--- config.mk ---
export PLATFORM = sky130hd
export DESIGN_NAME = srxl2_channel_frame_parser
export DESIGN_NICKNAME = d
export VERILOG_FILES = /design/src/rtl/srxl_pkg.sv /design/src/rtl/srxl_cfg_regs.sv /design/src/rtl/srxl_parser.sv /design/src/rtl/srxl_out_skid.sv /design/src/rtl/srxl2_channel_frame_parser.sv
export SDC_FILE = /design/constraint.sdc
export NUM_CORES = 1
export LEC_CHECK = 0
export BUFFER_PORTS_ARGS = -buffer_cell sky130_fd_sc_hd__buf_2
export CORE_MARGIN = 4
export CORE_UTILIZATION = 40
export DETAILED_ROUTE_END_ITERATION = 16
export HOLD_SLACK_MARGIN = 0.1
export SYNTH_ARGS = -nofsm -noshare
export SYNTH_HDL_FRONTEND = slang
export SYNTH_SLANG_ARGS = --single-unit
--- constraint.sdc ---
create_clock -name clk -period 8.7 [get_ports clk]
set_clock_uncertainty 0.2 [all_clocks]
set_input_delay 0 -clock clk [delete_from_list [all_inputs] [get_ports clk]]
set_output_delay 0 -clock clk [all_outputs]
set_load 0.02 [all_outputs]
--- src/rtl/srxl_pkg.sv ---
// ----------------------------------------------------------------------------
// srxl_pkg - shared types and constants of the SRXL2 channel frame parser
// Frame constants, parser state codes, result record and the CRC byte step.
// ----------------------------------------------------------------------------
`default_nettype none

package srxl_pkg;

  // Frame framing bytes
  localparam logic [7:0] START1_BYTE = 8'hA6;
  localparam logic [7:0] START2_BYTE = 8'hCD;
  localparam logic [7:0] CMD_CHANNEL = 8'h00;
  localparam logic [7:0] MIN_LENGTH  = 8'd14;

  // CRC-16-CCITT, MSB first
  localparam logic [15:0] CRC_POLY = 16'h1021;

  // Width of the remaining channel count: (255 - 14) / 2 fits in 7 bits
  localparam int CHAN_W = 7;

  // Output beat: first_value, second_value, captured_count, zero pad
  localparam int TDATA_W = 40;

  // Configuration register indexes
  localparam logic REG_AUX_CHANNEL = 1'b0;

  // Parser states, one-hot
  typedef enum logic [15:0] {
    ST_START1  = 16'b0000_0000_0000_0001,
    ST_START2  = 16'b0000_0000_0000_0010,
    ST_LENGTH  = 16'b0000_0000_0000_0100,
    ST_COMMAND = 16'b0000_0000_0000_1000,
    ST_REPLYID = 16'b0000_0000_0001_0000,
    ST_RSSI    = 16'b0000_0000_0010_0000,
    ST_LOSS1   = 16'b0000_0000_0100_0000,
    ST_LOSS2   = 16'b0000_0000_1000_0000,
    ST_MASK1   = 16'b0000_0001_0000_0000,
    ST_MASK2   = 16'b0000_0010_0000_0000,
    ST_MASK3   = 16'b0000_0100_0000_0000,
    ST_MASK4   = 16'b0000_1000_0000_0000,
    ST_PAY1    = 16'b0001_0000_0000_0000,
    ST_PAY2    = 16'b0010_0000_0000_0000,
    ST_CRC1    = 16'b0100_0000_0000_0000,
    ST_CRC2    = 16'b1000_0000_0000_0000
  } parse_state_t;

  // One finished frame result
  typedef struct packed {
    logic [1:0]  captured_count;
    logic [15:0] second_value;
    logic [15:0] first_value;
  } frame_res_t;

  // Result hand-off from parser to output stage
  typedef struct packed {
    logic       push;
    frame_res_t res;
  } res_push_t;

  // One byte through the CRC, eight bit steps
  function automatic logic [15:0] crc16_byte(input logic [15:0] crc_in,
                                             input logic [7:0]  b);
    logic [15:0] c;
    c = crc_in ^ {b, 8'h00};
    for (int i = 0; i < 8; i++) begin
      if (c[15]) begin
        c = {c[14:0], 1'b0} ^ CRC_POLY;
      end else begin
        c = {c[14:0], 1'b0};
      end
    end
    return c;
  endfunction

endpackage

`default_nettype wire

--- src/rtl/srxl_cfg_regs.sv ---
// ----------------------------------------------------------------------------
// srxl_cfg_regs - APB configuration register
// Holds the auxiliary channel number; one 32-bit register at offset 0.
// ----------------------------------------------------------------------------
`default_nettype none

module srxl_cfg_regs (
  input  wire logic        clk,
  input  wire logic        rst,
  input  wire logic        psel,
  input  wire logic        penable,
  input  wire logic        pwrite,
  input  wire logic [2:0]  paddr,
  input  wire logic [31:0] pwdata,
  output logic [31:0]      prdata,
  output logic             pready,
  output logic [4:0]       aux_channel
);
  import srxl_pkg::*;

  logic wr_en;

  assign pready = 1'b1;
  assign wr_en  = psel && penable && pwrite && pready;

  // Register write
  always_ff @(posedge clk) begin
    if (rst) begin
      aux_channel <= 5'd1;
    end else if (wr_en && (paddr[2] == REG_AUX_CHANNEL)) begin
      aux_channel <= pwdata[4:0];
    end
  end

  // Read-back
  always_comb begin
    prdata = '0;
    if (paddr[2] == REG_AUX_CHANNEL) begin
      prdata = {27'd0, aux_channel};
    end
  end

endmodule

`default_nettype wire

--- src/rtl/srxl_parser.sv ---
// ----------------------------------------------------------------------------
// srxl_parser - frame state machine, CRC and channel capture
// Consumes one byte per accepted beat and flags a result at the CRC check.
// ----------------------------------------------------------------------------
`default_nettype none

module srxl_parser #(
  parameter int MAX_KEPT = 2
) (
  input  wire logic       clk,
  input  wire logic       rst,
  input  wire logic       accept,
  input  wire logic [7:0] rx_byte,
  input  wire logic [4:0] aux_channel,
  output srxl_pkg::res_push_t result
);
  import srxl_pkg::*;

  localparam int KW = $clog2(MAX_KEPT + 1);

  // State registers
  parse_state_t       state, state_next;
  logic [15:0]        running_crc, running_crc_next;
  logic [CHAN_W-1:0]  channels_left, channels_left_next;
  logic [31:0]        remaining_mask, remaining_mask_next;
  logic [31:0]        wanted_mask, wanted_mask_next;
  logic [7:0]         word_buffer, word_buffer_next;
  logic [KW-1:0]      kept_count, kept_count_next;
  logic [15:0]        kept_words [MAX_KEPT];

  // Working signals
  logic [7:0]         len_diff;
  logic [31:0]        full_mask;
  logic [31:0]        low_bit;
  logic [15:0]        pay_word;
  logic [15:0]        rx_crc;
  logic [15:0]        crc_seed;
  logic               keep;
  logic               hit;
  logic [15:0]        second_word;

  assign len_diff  = rx_byte - MIN_LENGTH;
  assign full_mask = {rx_byte, remaining_mask[23:0]};
  assign pay_word  = {rx_byte, word_buffer};
  assign rx_crc    = {word_buffer, rx_byte};
  // Lowest unused mask bit picks the channel of this word
  assign low_bit   = remaining_mask & (~remaining_mask + 32'd1);
  assign crc_seed  = (state == ST_START1 && rx_byte == START1_BYTE) ? 16'd0 : running_crc;

  // Next-state logic
  always_comb begin
    state_next          = state;
    channels_left_next  = channels_left;
    remaining_mask_next = remaining_mask;
    wanted_mask_next    = wanted_mask;
    word_buffer_next    = word_buffer;
    kept_count_next     = kept_count;
    running_crc_next    = crc16_byte(crc_seed, rx_byte);
    keep                = 1'b0;
    hit                 = 1'b0;
    case (state)
      ST_START1: begin
        if (rx_byte == START1_BYTE) state_next = ST_START2;
      end
      ST_START2: begin
        state_next = (rx_byte == START2_BYTE) ? ST_LENGTH : ST_START1;
      end
      ST_LENGTH: begin
        channels_left_next = (rx_byte >= MIN_LENGTH) ? len_diff[7:1] : '0;
        state_next         = ST_COMMAND;
      end
      ST_COMMAND: begin
        if (rx_byte == CMD_CHANNEL) begin
          state_next          = ST_REPLYID;
          kept_count_next     = '0;
          remaining_mask_next = '0;
          word_buffer_next    = '0;
        end else begin
          state_next = ST_START1;
        end
      end
      ST_REPLYID: state_next = ST_RSSI;
      ST_RSSI:    state_next = ST_LOSS1;
      ST_LOSS1:   state_next = ST_LOSS2;
      ST_LOSS2: begin
        state_next = (channels_left == '0) ? ST_CRC1 : ST_MASK1;
      end
      ST_MASK1: begin
        remaining_mask_next = {24'd0, rx_byte};
        state_next          = ST_MASK2;
      end
      ST_MASK2: begin
        remaining_mask_next[15:8] = rx_byte;
        state_next                = ST_MASK3;
      end
      ST_MASK3: begin
        remaining_mask_next[23:16] = rx_byte;
        state_next                 = ST_MASK4;
      end
      ST_MASK4: begin
        remaining_mask_next = full_mask;
        wanted_mask_next    = full_mask & (32'd1 | (32'd1 << aux_channel));
        state_next          = ST_PAY1;
      end
      ST_PAY1: begin
        word_buffer_next = rx_byte;
        state_next       = ST_PAY2;
      end
      ST_PAY2: begin
        // Masks stay unshifted: the used bit is simply cleared
        keep                = ((low_bit & wanted_mask) != '0) &&
                              (kept_count < KW'(MAX_KEPT));
        remaining_mask_next = remaining_mask & ~low_bit;
        if (keep) kept_count_next = kept_count + KW'(1);
        channels_left_next  = channels_left - CHAN_W'(1);
        state_next          = (channels_left_next != '0) ? ST_PAY1 : ST_CRC1;
      end
      ST_CRC1: begin
        running_crc_next = running_crc;
        word_buffer_next = rx_byte;
        state_next       = ST_CRC2;
      end
      ST_CRC2: begin
        running_crc_next = running_crc;
        hit              = (rx_crc == running_crc) && (kept_count != '0);
        state_next       = ST_START1;
      end
      default: begin
        state_next = ST_START1;
      end
    endcase
  end

  // State update on each accepted beat
  always_ff @(posedge clk) begin
    if (rst) begin
      state          <= ST_START1;
      running_crc    <= '0;
      channels_left  <= '0;
      remaining_mask <= '0;
      wanted_mask    <= '0;
      word_buffer    <= '0;
      kept_count     <= '0;
    end else if (accept) begin
      state          <= state_next;
      running_crc    <= running_crc_next;
      channels_left  <= channels_left_next;
      remaining_mask <= remaining_mask_next;
      wanted_mask    <= wanted_mask_next;
      word_buffer    <= word_buffer_next;
      kept_count     <= kept_count_next;
    end
  end

  // Captured channel words
  always_ff @(posedge clk) begin
    for (int i = 0; i < MAX_KEPT; i++) begin
      if (accept && keep && (kept_count == KW'(i))) begin
        kept_words[i] <= pay_word;
      end
    end
  end

  // Second word exists only with room for two
  generate
    if (MAX_KEPT >= 2) begin : g_second
      assign second_word = (kept_count >= KW'(2)) ? kept_words[1] : 16'd0;
    end else begin : g_no_second
      assign second_word = 16'd0;
    end
  endgenerate

  assign result.push               = accept && hit;
  assign result.res.first_value    = kept_words[0];
  assign result.res.second_value   = second_word;
  assign result.res.captured_count = 2'(kept_count);

endmodule

`default_nettype wire

--- src/rtl/srxl_out_skid.sv ---
// ----------------------------------------------------------------------------
// srxl_out_skid - result register with skid stage
// Holds results for the output channel; ready upstream is a registered flag.
// ----------------------------------------------------------------------------
`default_nettype none

module srxl_out_skid (
  input  wire logic               clk,
  input  wire logic               rst,
  input  wire srxl_pkg::res_push_t result,
  output logic                    ready,
  output logic                    m_tvalid,
  input  wire logic               m_tready,
  output srxl_pkg::frame_res_t    m_res
);
  import srxl_pkg::*;

  logic       out_valid;
  logic       skid_valid;
  frame_res_t out_res;
  frame_res_t skid_res;
  logic       pop;

  assign pop      = out_valid && m_tready;
  assign ready    = !skid_valid;
  assign m_tvalid = out_valid;
  assign m_res    = out_res;

  // Valid flags
  always_ff @(posedge clk) begin
    if (rst) begin
      out_valid  <= 1'b0;
      skid_valid <= 1'b0;
    end else if (!out_valid || pop) begin
      out_valid  <= skid_valid || result.push;
      skid_valid <= skid_valid && result.push;
    end else if (result.push) begin
      skid_valid <= 1'b1;
    end
  end

  // Payload
  always_ff @(posedge clk) begin
    if (!out_valid || pop) begin
      if (skid_valid) begin
        out_res  <= skid_res;
        skid_res <= result.res;
      end else begin
        out_res <= result.res;
      end
    end else if (result.push) begin
      skid_res <= result.res;
    end
  end

endmodule

`default_nettype wire

--- src/rtl/srxl2_channel_frame_parser.sv ---
// ----------------------------------------------------------------------------
// srxl2_channel_frame_parser - SRXL2 channel data frame parser
// Pulls channel 0 and one auxiliary channel out of CRC-checked frames.
// ----------------------------------------------------------------------------
// Usage:
//   s_* channel: one received serial byte per beat in s_tdata[7:0].
//   m_* channel: one beat per good frame that captured a channel word.
//   APB port: register 0 (offset 0) is aux_channel, bits [4:0], reset 1.
// Timing:
//   One byte is taken every cycle while s_tready is high. The frame state
//   machine, CRC byte step and lowest-set-bit channel match all settle
//   combinationally between the parser state and result registers.
//   The final CRC byte beat registers the result into the output stage.
// Reset:
//   Synchronous rst returns the parser to hunting for the first start byte,
//   clears CRC and counters and empties the output stage.
// Stall:
//   A two-entry output stage (result register plus skid) keeps s_tready
//   high while a result waits; s_tready drops only when both are full.
// ----------------------------------------------------------------------------
`default_nettype none

module srxl2_channel_frame_parser #(
  parameter int MAX_KEPT = 2
) (
  input  wire logic        clk,
  input  wire logic        rst,
  // byte input, tdata: rx_byte[7:0]
  input  wire logic        s_tvalid,
  output logic             s_tready,
  input  wire logic [7:0]  s_tdata,
  // result output, tdata: first_value[15:0], second_value[31:16],
  // captured_count[33:32], zero pad [39:34]
  output logic             m_tvalid,
  input  wire logic        m_tready,
  output logic [39:0]      m_tdata,
  // configuration
  input  wire logic        psel,
  input  wire logic        penable,
  input  wire logic        pwrite,
  input  wire logic [2:0]  paddr,
  input  wire logic [31:0] pwdata,
  output logic [31:0]      prdata,
  output logic             pready
);
  import srxl_pkg::*;

  logic       accept;
  logic [4:0] aux_channel;
  res_push_t  result;
  frame_res_t m_res;

  assign accept  = s_tvalid && s_tready;
  assign m_tdata = {(TDATA_W - 34)'(0), m_res.captured_count,
                    m_res.second_value, m_res.first_value};

  srxl_cfg_regs u_cfg (
    .clk         (clk),
    .rst         (rst),
    .psel        (psel),
    .penable     (penable),
    .pwrite      (pwrite),
    .paddr       (paddr),
    .pwdata      (pwdata),
    .prdata      (prdata),
    .pready      (pready),
    .aux_channel (aux_channel)
  );

  srxl_parser #(
    .MAX_KEPT (MAX_KEPT)
  ) u_parser (
    .clk         (clk),
    .rst         (rst),
    .accept      (accept),
    .rx_byte     (s_tdata),
    .aux_channel (aux_channel),
    .result      (result)
  );

  srxl_out_skid u_out (
    .clk      (clk),
    .rst      (rst),
    .result   (result),
    .ready    (s_tready),
    .m_tvalid (m_tvalid),
    .m_tready (m_tready),
    .m_res    (m_res)
  );

  // Input stalls only when both output entries hold results
  a_stall_full: assert property (@(posedge clk) disable iff (rst)
    !s_tready |-> m_tvalid)
    else $error("input stalled with empty output register");

  // A delivered result always carries at least one word
  a_count_nonzero: assert property (@(posedge clk) disable iff (rst)
    m_tvalid |-> (m_tdata[33:32] != 2'd0))
    else $error("result beat with zero captured words");

  // A result landing behind a stalled one fills the skid entry
  a_skid_fill: assert property (@(posedge clk) disable iff (rst)
    (result.push && m_tvalid && !m_tready) |=> !s_tready)
    else $error("result pushed behind stalled beat was not held");

endmodule

`default_nettype wire

* Word-level counts from Yosys, hierarchy flattened *
Memory sizes are Yosys's and may differ from the RTL's.
Index checks and enable logic that the tools add are counted.

word-level totals
  bits in latches = 0
  bits in registers = 188
  input port bits = 50
  bits in writable memories = 32
  memories kept = 1
  memory bits (read-only) = 0
  output and inout port bits = 75
  logic and storage cells = 158

operators by class
  div/mod/pow operators = 0
  mux-type cells = 44
  bitwise operators = 17
  $lt $le $gt $ge = 3
  eq/ne operators = 24
  shifts and indexed selects = 1
  reduce and logical (&&, ||, !) cells = 45
  $add $sub $neg = 4
  multipliers = 0

memories
  name                 words  bits a word  read ports  clocked after Yosys merged registers in  write ports  line               RTL
  u_parser.kept_words  2      16           2           0                                        1            srxl_parser.sv:29  logic [15:0] kept_words [MAX_KEPT];

operators with widths
  cell                                               count
  case mux 16 bit (15 select lines)                  1
  2-to-1 mux 34 bit                                  4
  AND 32 bit                                         4
  2-to-1 mux 13 bit                                  8
  case mux 8 bit (4 select lines)                    3
  2-to-1 mux 16 bit                                  4
  NOT 32 bit                                         2
  adder 32 x 1 -> 32 bit (second input constant)     1
  2-to-1 mux 32 bit                                  1
  nonzero test 32 bit                                1
  left shift 1 x 5 -> 32 bit (first input constant)  1
  2-to-1 mux 15 bit                                  2
  NOT 3 bit                                          8
  case mux 8 bit (3 select lines)                    1
  == test 16 x 1 -> 1 bit (second input constant)    1
  == test 16 x 10 -> 1 bit (second input constant)   1
  == test 16 x 11 -> 1 bit (second input constant)   1
  == test 16 x 12 -> 1 bit (second input constant)   1
  == test 16 x 13 -> 1 bit (second input constant)   1
  == test 16 x 14 -> 1 bit (second input constant)   1
  == test 16 x 15 -> 1 bit (second input constant)   1
  == test 16 bit                                     1
  == test 16 bit (second input constant)             1
  == test 16 x 2 -> 1 bit (second input constant)    1
  other kinds (43)                                   87

* Logic depth before layout (Yosys ltp) *
  word-level depth = 20
  depth in mapped cells = 10
  mapped depth without buffers = 9

* Hierarchy *
A second synthesis with hierarchy kept.

unflattened totals
  cell total of the unflattened synthesis = 1105
  area, all modules = 10946.7 µm²

modules (own cells, without submodules)
  module                      times used  cells an instance  area an instance (µm²)  seq. area each (µm²)
  srxl_parser                 1           922                7718.7                  3223.1
  srxl_out_skid               1           117                2678.8                  2082.0
  srxl_cfg_regs               1           58                 494.2                   100.1
  srxl2_channel_frame_parser  1           8                  55.1                    0.0

* Least setup slack after synthesis *
OpenSTA, ideal clock, no wires.

  kind = register -> register
  from = register u_out.out_valid, in the netlist u_out.m_tvalid
  to = register u_out.skid_res[0] (netlist name) (enable)
  setup time = 0.472 ns
  cell stages (with the launch flop) = 3
  buffers on the path = 0
  period minus slack after synthesis = 4.518 ns
  path slack = 4.182 ns
  required time = 8.028 ns
  data arrival time = 3.845 ns
  path through = dfxtp_1 nand2b_1 o21ai_0

between the ends
  cells in the longest elaborated chain, start to end = 4
  elaborated cells between the ends (all ways) = 6
  classes of those cells = eq/ne: 1; reduce/logical: 5

ends and longest elaborated chain
  item                                                                                          line                                      RTL
  start, declared                                                                               srxl_out_skid.sv:18                       logic out_valid;
  start signal, assigned                                                                        srxl_out_skid.sv:35                       out_valid <= skid_valid || result.push;
  zero test 1 bit / logical AND 1 bit (equally long branches)                                   srxl_out_skid.sv:44, srxl_out_skid.sv:24
  logical OR 1 bit (*)                                                                          srxl_out_skid.sv:44                       if (!out_valid || pop) begin
  inequality test 2 x 1 -> 1 bit (no source line) / nonzero test 2 bit (equally long branches)  --
  AND reduction 2 bit (no source line) (*)                                                      --
  end signal, assigned                                                                          srxl_out_skid.sv:47                       skid_res <= result.res;
  end signal, assigned                                                                          srxl_out_skid.sv:52                       skid_res <= result.res;
  end, declared                                                                                 srxl_out_skid.sv:21                       frame_res_t skid_res;

Every way passes the cells marked *; elsewhere a longest branch is shown, timed or not.
A chain may end at the register's enable or synchronous reset.

* Worst setup path after layout *
  from = register u_parser.remaining_mask[5]
  to = memory u_parser.kept_words[0][3] (enable)

between the ends
  cells in the longest elaborated chain, start to end = 13
  elaborated cells between the ends (all ways) = 17
  classes of those cells = add/sub: 1; mux: 7; bitwise: 3; reduce/logical: 6

ends and longest elaborated chain
  item                                    line                RTL
  start, declared                         srxl_parser.sv:25   logic [31:0] remaining_mask, remaining_mask_next;
  start signal, assigned                  srxl_parser.sv:148  remaining_mask <= remaining_mask_next;
  NOT 32 bit                              srxl_parser.sv:47   assign low_bit = remaining_mask & (~remaining_mask + 32'd1);
  adder 32 x 1 -> 32 bit                  srxl_parser.sv:47
  AND 32 bit (*)                          srxl_parser.sv:47
  AND 32 bit (*)                          srxl_parser.sv:111  keep = ((low_bit & wanted_mask) != '0) &&
  nonzero test 32 bit (*)                 srxl_parser.sv:111
  logical AND 1 bit (*)                   srxl_parser.sv:111
  2-to-1 mux 1 bit (*)                    srxl_parser.sv:61   case (state)
  logical AND 1 bit (*)                   srxl_parser.sv:158  if (accept && keep && (kept_count == KW'(i))) begin
  logical AND 1 bit                       srxl_parser.sv:158
  2-to-1 mux 1 bit                        srxl_parser.sv:158
  2-to-1 mux 1 bit (not written as such)  srxl_parser.sv:159  kept_words[i] <= pay_word;
  OR reduction 16 bit (no source line)    --
  2-to-1 mux 1 bit (no source line)       --
  end, declared                           srxl_parser.sv:29

Marked as above.

==> metrics.cfg <==
[die]
dieArea_um2=29300
die_w_um=171
dieHeight_um=171
io_pins=125
rows=59
initial_core_util_pct=40.8
core_um2=26100

[worst_setup_path]
endpoint=u_parser.kept_words[0][3]
reg2regPathDepth=7
crit_arrival_ns=3.82
worstReg2RegStart=u_parser.remaining_mask[5]
crit_path_start_kind=flip-flop
r2r_slack_ns=4.84
end_kind=flip-flop
slowest_delay_ns=0.70
path_max_fanout=16
critPathKind=reg -> reg
crit_start=u_parser.remaining_mask[5]
crit_slowest_cell=and3_1
reg2reg_to=u_parser.kept_words[0][3]
path_cells=or4_1 -> nor4b_2 -> nand2_1 -> o21ai_0 -> nand4b_1 -> o21a_1 -> and3_1
required_ns=8.66

[synth]
ys_async_sr_fraction_pct=0
netlist-cell-type-count=70
syn_area_um2=10700
yosys_warnings=0
netlist.area_leader.share_pct=28.2
synth_edf_count=100
synth_seq_cells=220
avgSynthCellArea_um2=9.87
ys_seq_area_share_pct=50.7
synth.area.top_cells=edfxtp_1, dfxtp_1, a21oi_1, nand2_1, nor2_1
ys.flop_type=dfxtp_1
synth_cells=1080
synth_top_cell_by_area=edfxtp_1

[layout]
layout_commonest_cell=dfxtp_1
drive_above_1_share_pct=14.5
syn2layout_area_growth_pct=13.3
nets=1183
final_cell_mix=dfxtp_1, nand2_1, nor2_1
diodes=0

[detailed_routing]
ant_nets=0
post_drt_wl_per_cell_um=17.6
drc=0
route.vias.total=8083
drt_iter0_drc=662
wirelength_um=26000
via_per_inst=5.46
dr.pass1.iters=6

[sta]
setup_slack_ns=4.84
max_freq_mhz=259
setup_viol=0
worst_slew_pin_slew_ns=1.23
rsz0062_at_grt=false
fin_hold_ws_ns=0.121
layout_min_cycle_time_ns=3.86
relSlewSlack_pct=17.6
drv_slew=0
fin_crit_sh_pct=44.4
hold_violations=0
final.setup.tns_ns=0

[clock_network]
numCtsBuffers=25
ctsLongestPathBuffers=3
htreeDepth=1
post-cts-setup-buffers=0
clock_latency_ns=0.53
clkSinkCount=220
cts.reportedPaths.clkPinSlew_ns=0.06
cts_tree=done
clockRootBuffer=clkbuf_16

[placement]
place_ws_ns=4.92
post-dp-hpwl_um=16500
portBuffers=61
gp_congestion=0.852

[min_path]
min_from=paddr[2]
hp-class=in -> out

[grt]
antenna_found_initial=0
grt_max_degree=67
grt_pass1_wl_um=41400
grt_pass1_vias=7581
gr-usage-all-layers_pct=17.4
grt-ovfl-total=0

[pwr]
leakagePower_nw=4.38
ir_drop_mv=0.161
p_total_mw=2.47
powerDensity_nw_per_um2=205

[status]
status=finished clean

[flow_run]
drv_cap=0

routing by layer:
metal | part of all wire [%] | GRT usage (%)
met5 | 0 | 0
met4 | 1.9 | 4.62
met3 | 5.1 | 2.32
met2 | 46 | 28.1
met1 | 47 | 24.9
synthesized netlist by cell type, types with 7 or more instances:
| cell type | count |
|---|---|
| a211oi_1 | 11 |
| a21o_1 | 9 |
| a21oi_1 | 90 |
| a22oi_1 | 17 |
| and3_1 | 11 |
| buf_2 | 12 |
| buf_4 | 37 |
| clkbuf_1 | 49 |
| dfxtp_1 | 120 |
| edfxtp_1 | 100 |
| inv_1 | 11 |
| mux2_2 | 33 |
| mux2i_1 | 13 |
| nand2_1 | 104 |
| nand2b_1 | 14 |
| nand3_1 | 11 |
| nand4_1 | 42 |
| nor2_1 | 103 |
| nor2b_1 | 29 |
| nor3_1 | 25 |
| nor4_1 | 21 |
| o21ai_0 | 53 |
| or4_1 | 7 |
| xnor2_1 | 33 |
| xor2_1 | 17 |
cell type report:
type                       instances  area, um2
tap                              335        419
timing repair buffer              94        621
fill                            2498      14100
inverter                          12       45.0
sequential                       220       5410
multi-input combinational        774       4770
clock inverter                    15        153
clock buffer                      30        664
worst min path at each step:
| stage | to | slack, ns | depth (start not counted) |
|---|---|---|---|
| final | prdata[1] | 0.12 | 3 |
| after global routing | prdata[1] | 0.15 | 3 |
| after CTS | prdata[1] | 0.12 | 3 |
| after detailed placement | u_cfg.aux_channel[2] | 0.04 | 3 |
| after global placement | u_cfg.aux_channel[1] | 0.03 | 3 |
| after floorplan | prdata[0] | -0.12 | 1 |
worst max-delay path, delay by kind of cell, from the launching register on:
kind,cells,cell delay (ns)
AND/OR/NAND/NOR,5,2.49
flip-flops,1,0.39
AO/OA/AOI/OAI,2,0.39
kinds of logic after synthesis:
| family | Yosys count | synth area share, % |
|---|---|---|
| flip-flops | 220 | 50.7 |
| XOR/XNOR | 51 | 4.26 |
| buffers and inverters | 118 | 5.89 |
| other | 2 | 0.0705 |
| AO/OA/AOI/OAI | 226 | 13.1 |
| adder cells (fa/ha/maj) | 6 | 0.704 |
| multiplexers | 46 | 4.71 |
| AND/OR/NAND/NOR | 411 | 20.6 |
sequential cells by signal, summed over array words and instances, names as in the netlist:
signal	cells
u_parser.wanted_mask	32
u_out.m_res	34
u_parser.running_crc	16
u_parser.kept_count	2
u_parser.remaining_mask	32
u_parser.channels_left	7
u_cfg.aux_channel	5
u_out.m_tvalid	1
u_parser.state	16
u_out.skid_res	34
u_parser.kept_words	32
u_parser.word_buffer	8
u_out.skid_valid	1
stage by stage:
| stage | area, um2 | utilization (%) | instances |
|---|---|---|---|
| after floorplan | 10800 | - | 1112 |
| after global placement | 11000 | 42.1 | 1409 |
| after detailed placement | 11000 | 42.1 | 1409 |
| after CTS | 12100 | 46.2 | 1480 |
| after global routing | 12100 | 46.2 | 1480 |
| final | 12100 | 46.2 | 1480 |
power by group:
group | leakage, nW | internal [mW] | switching (mW) | total [mW]
logic | 1.97 | 0.118 | 0.185 | 0.303
clock network | 0.394 | 0.608 | 0.428 | 1.04
registers | 2.01 | 1.10 | 0.0369 | 1.13
timing repair:
action                    in CTS  in global routing
hold buffers                  26                  0
hold endpoints to repair     110                  0
gates resized for setup        0                  0
Power figures use the tool's default switching activity.
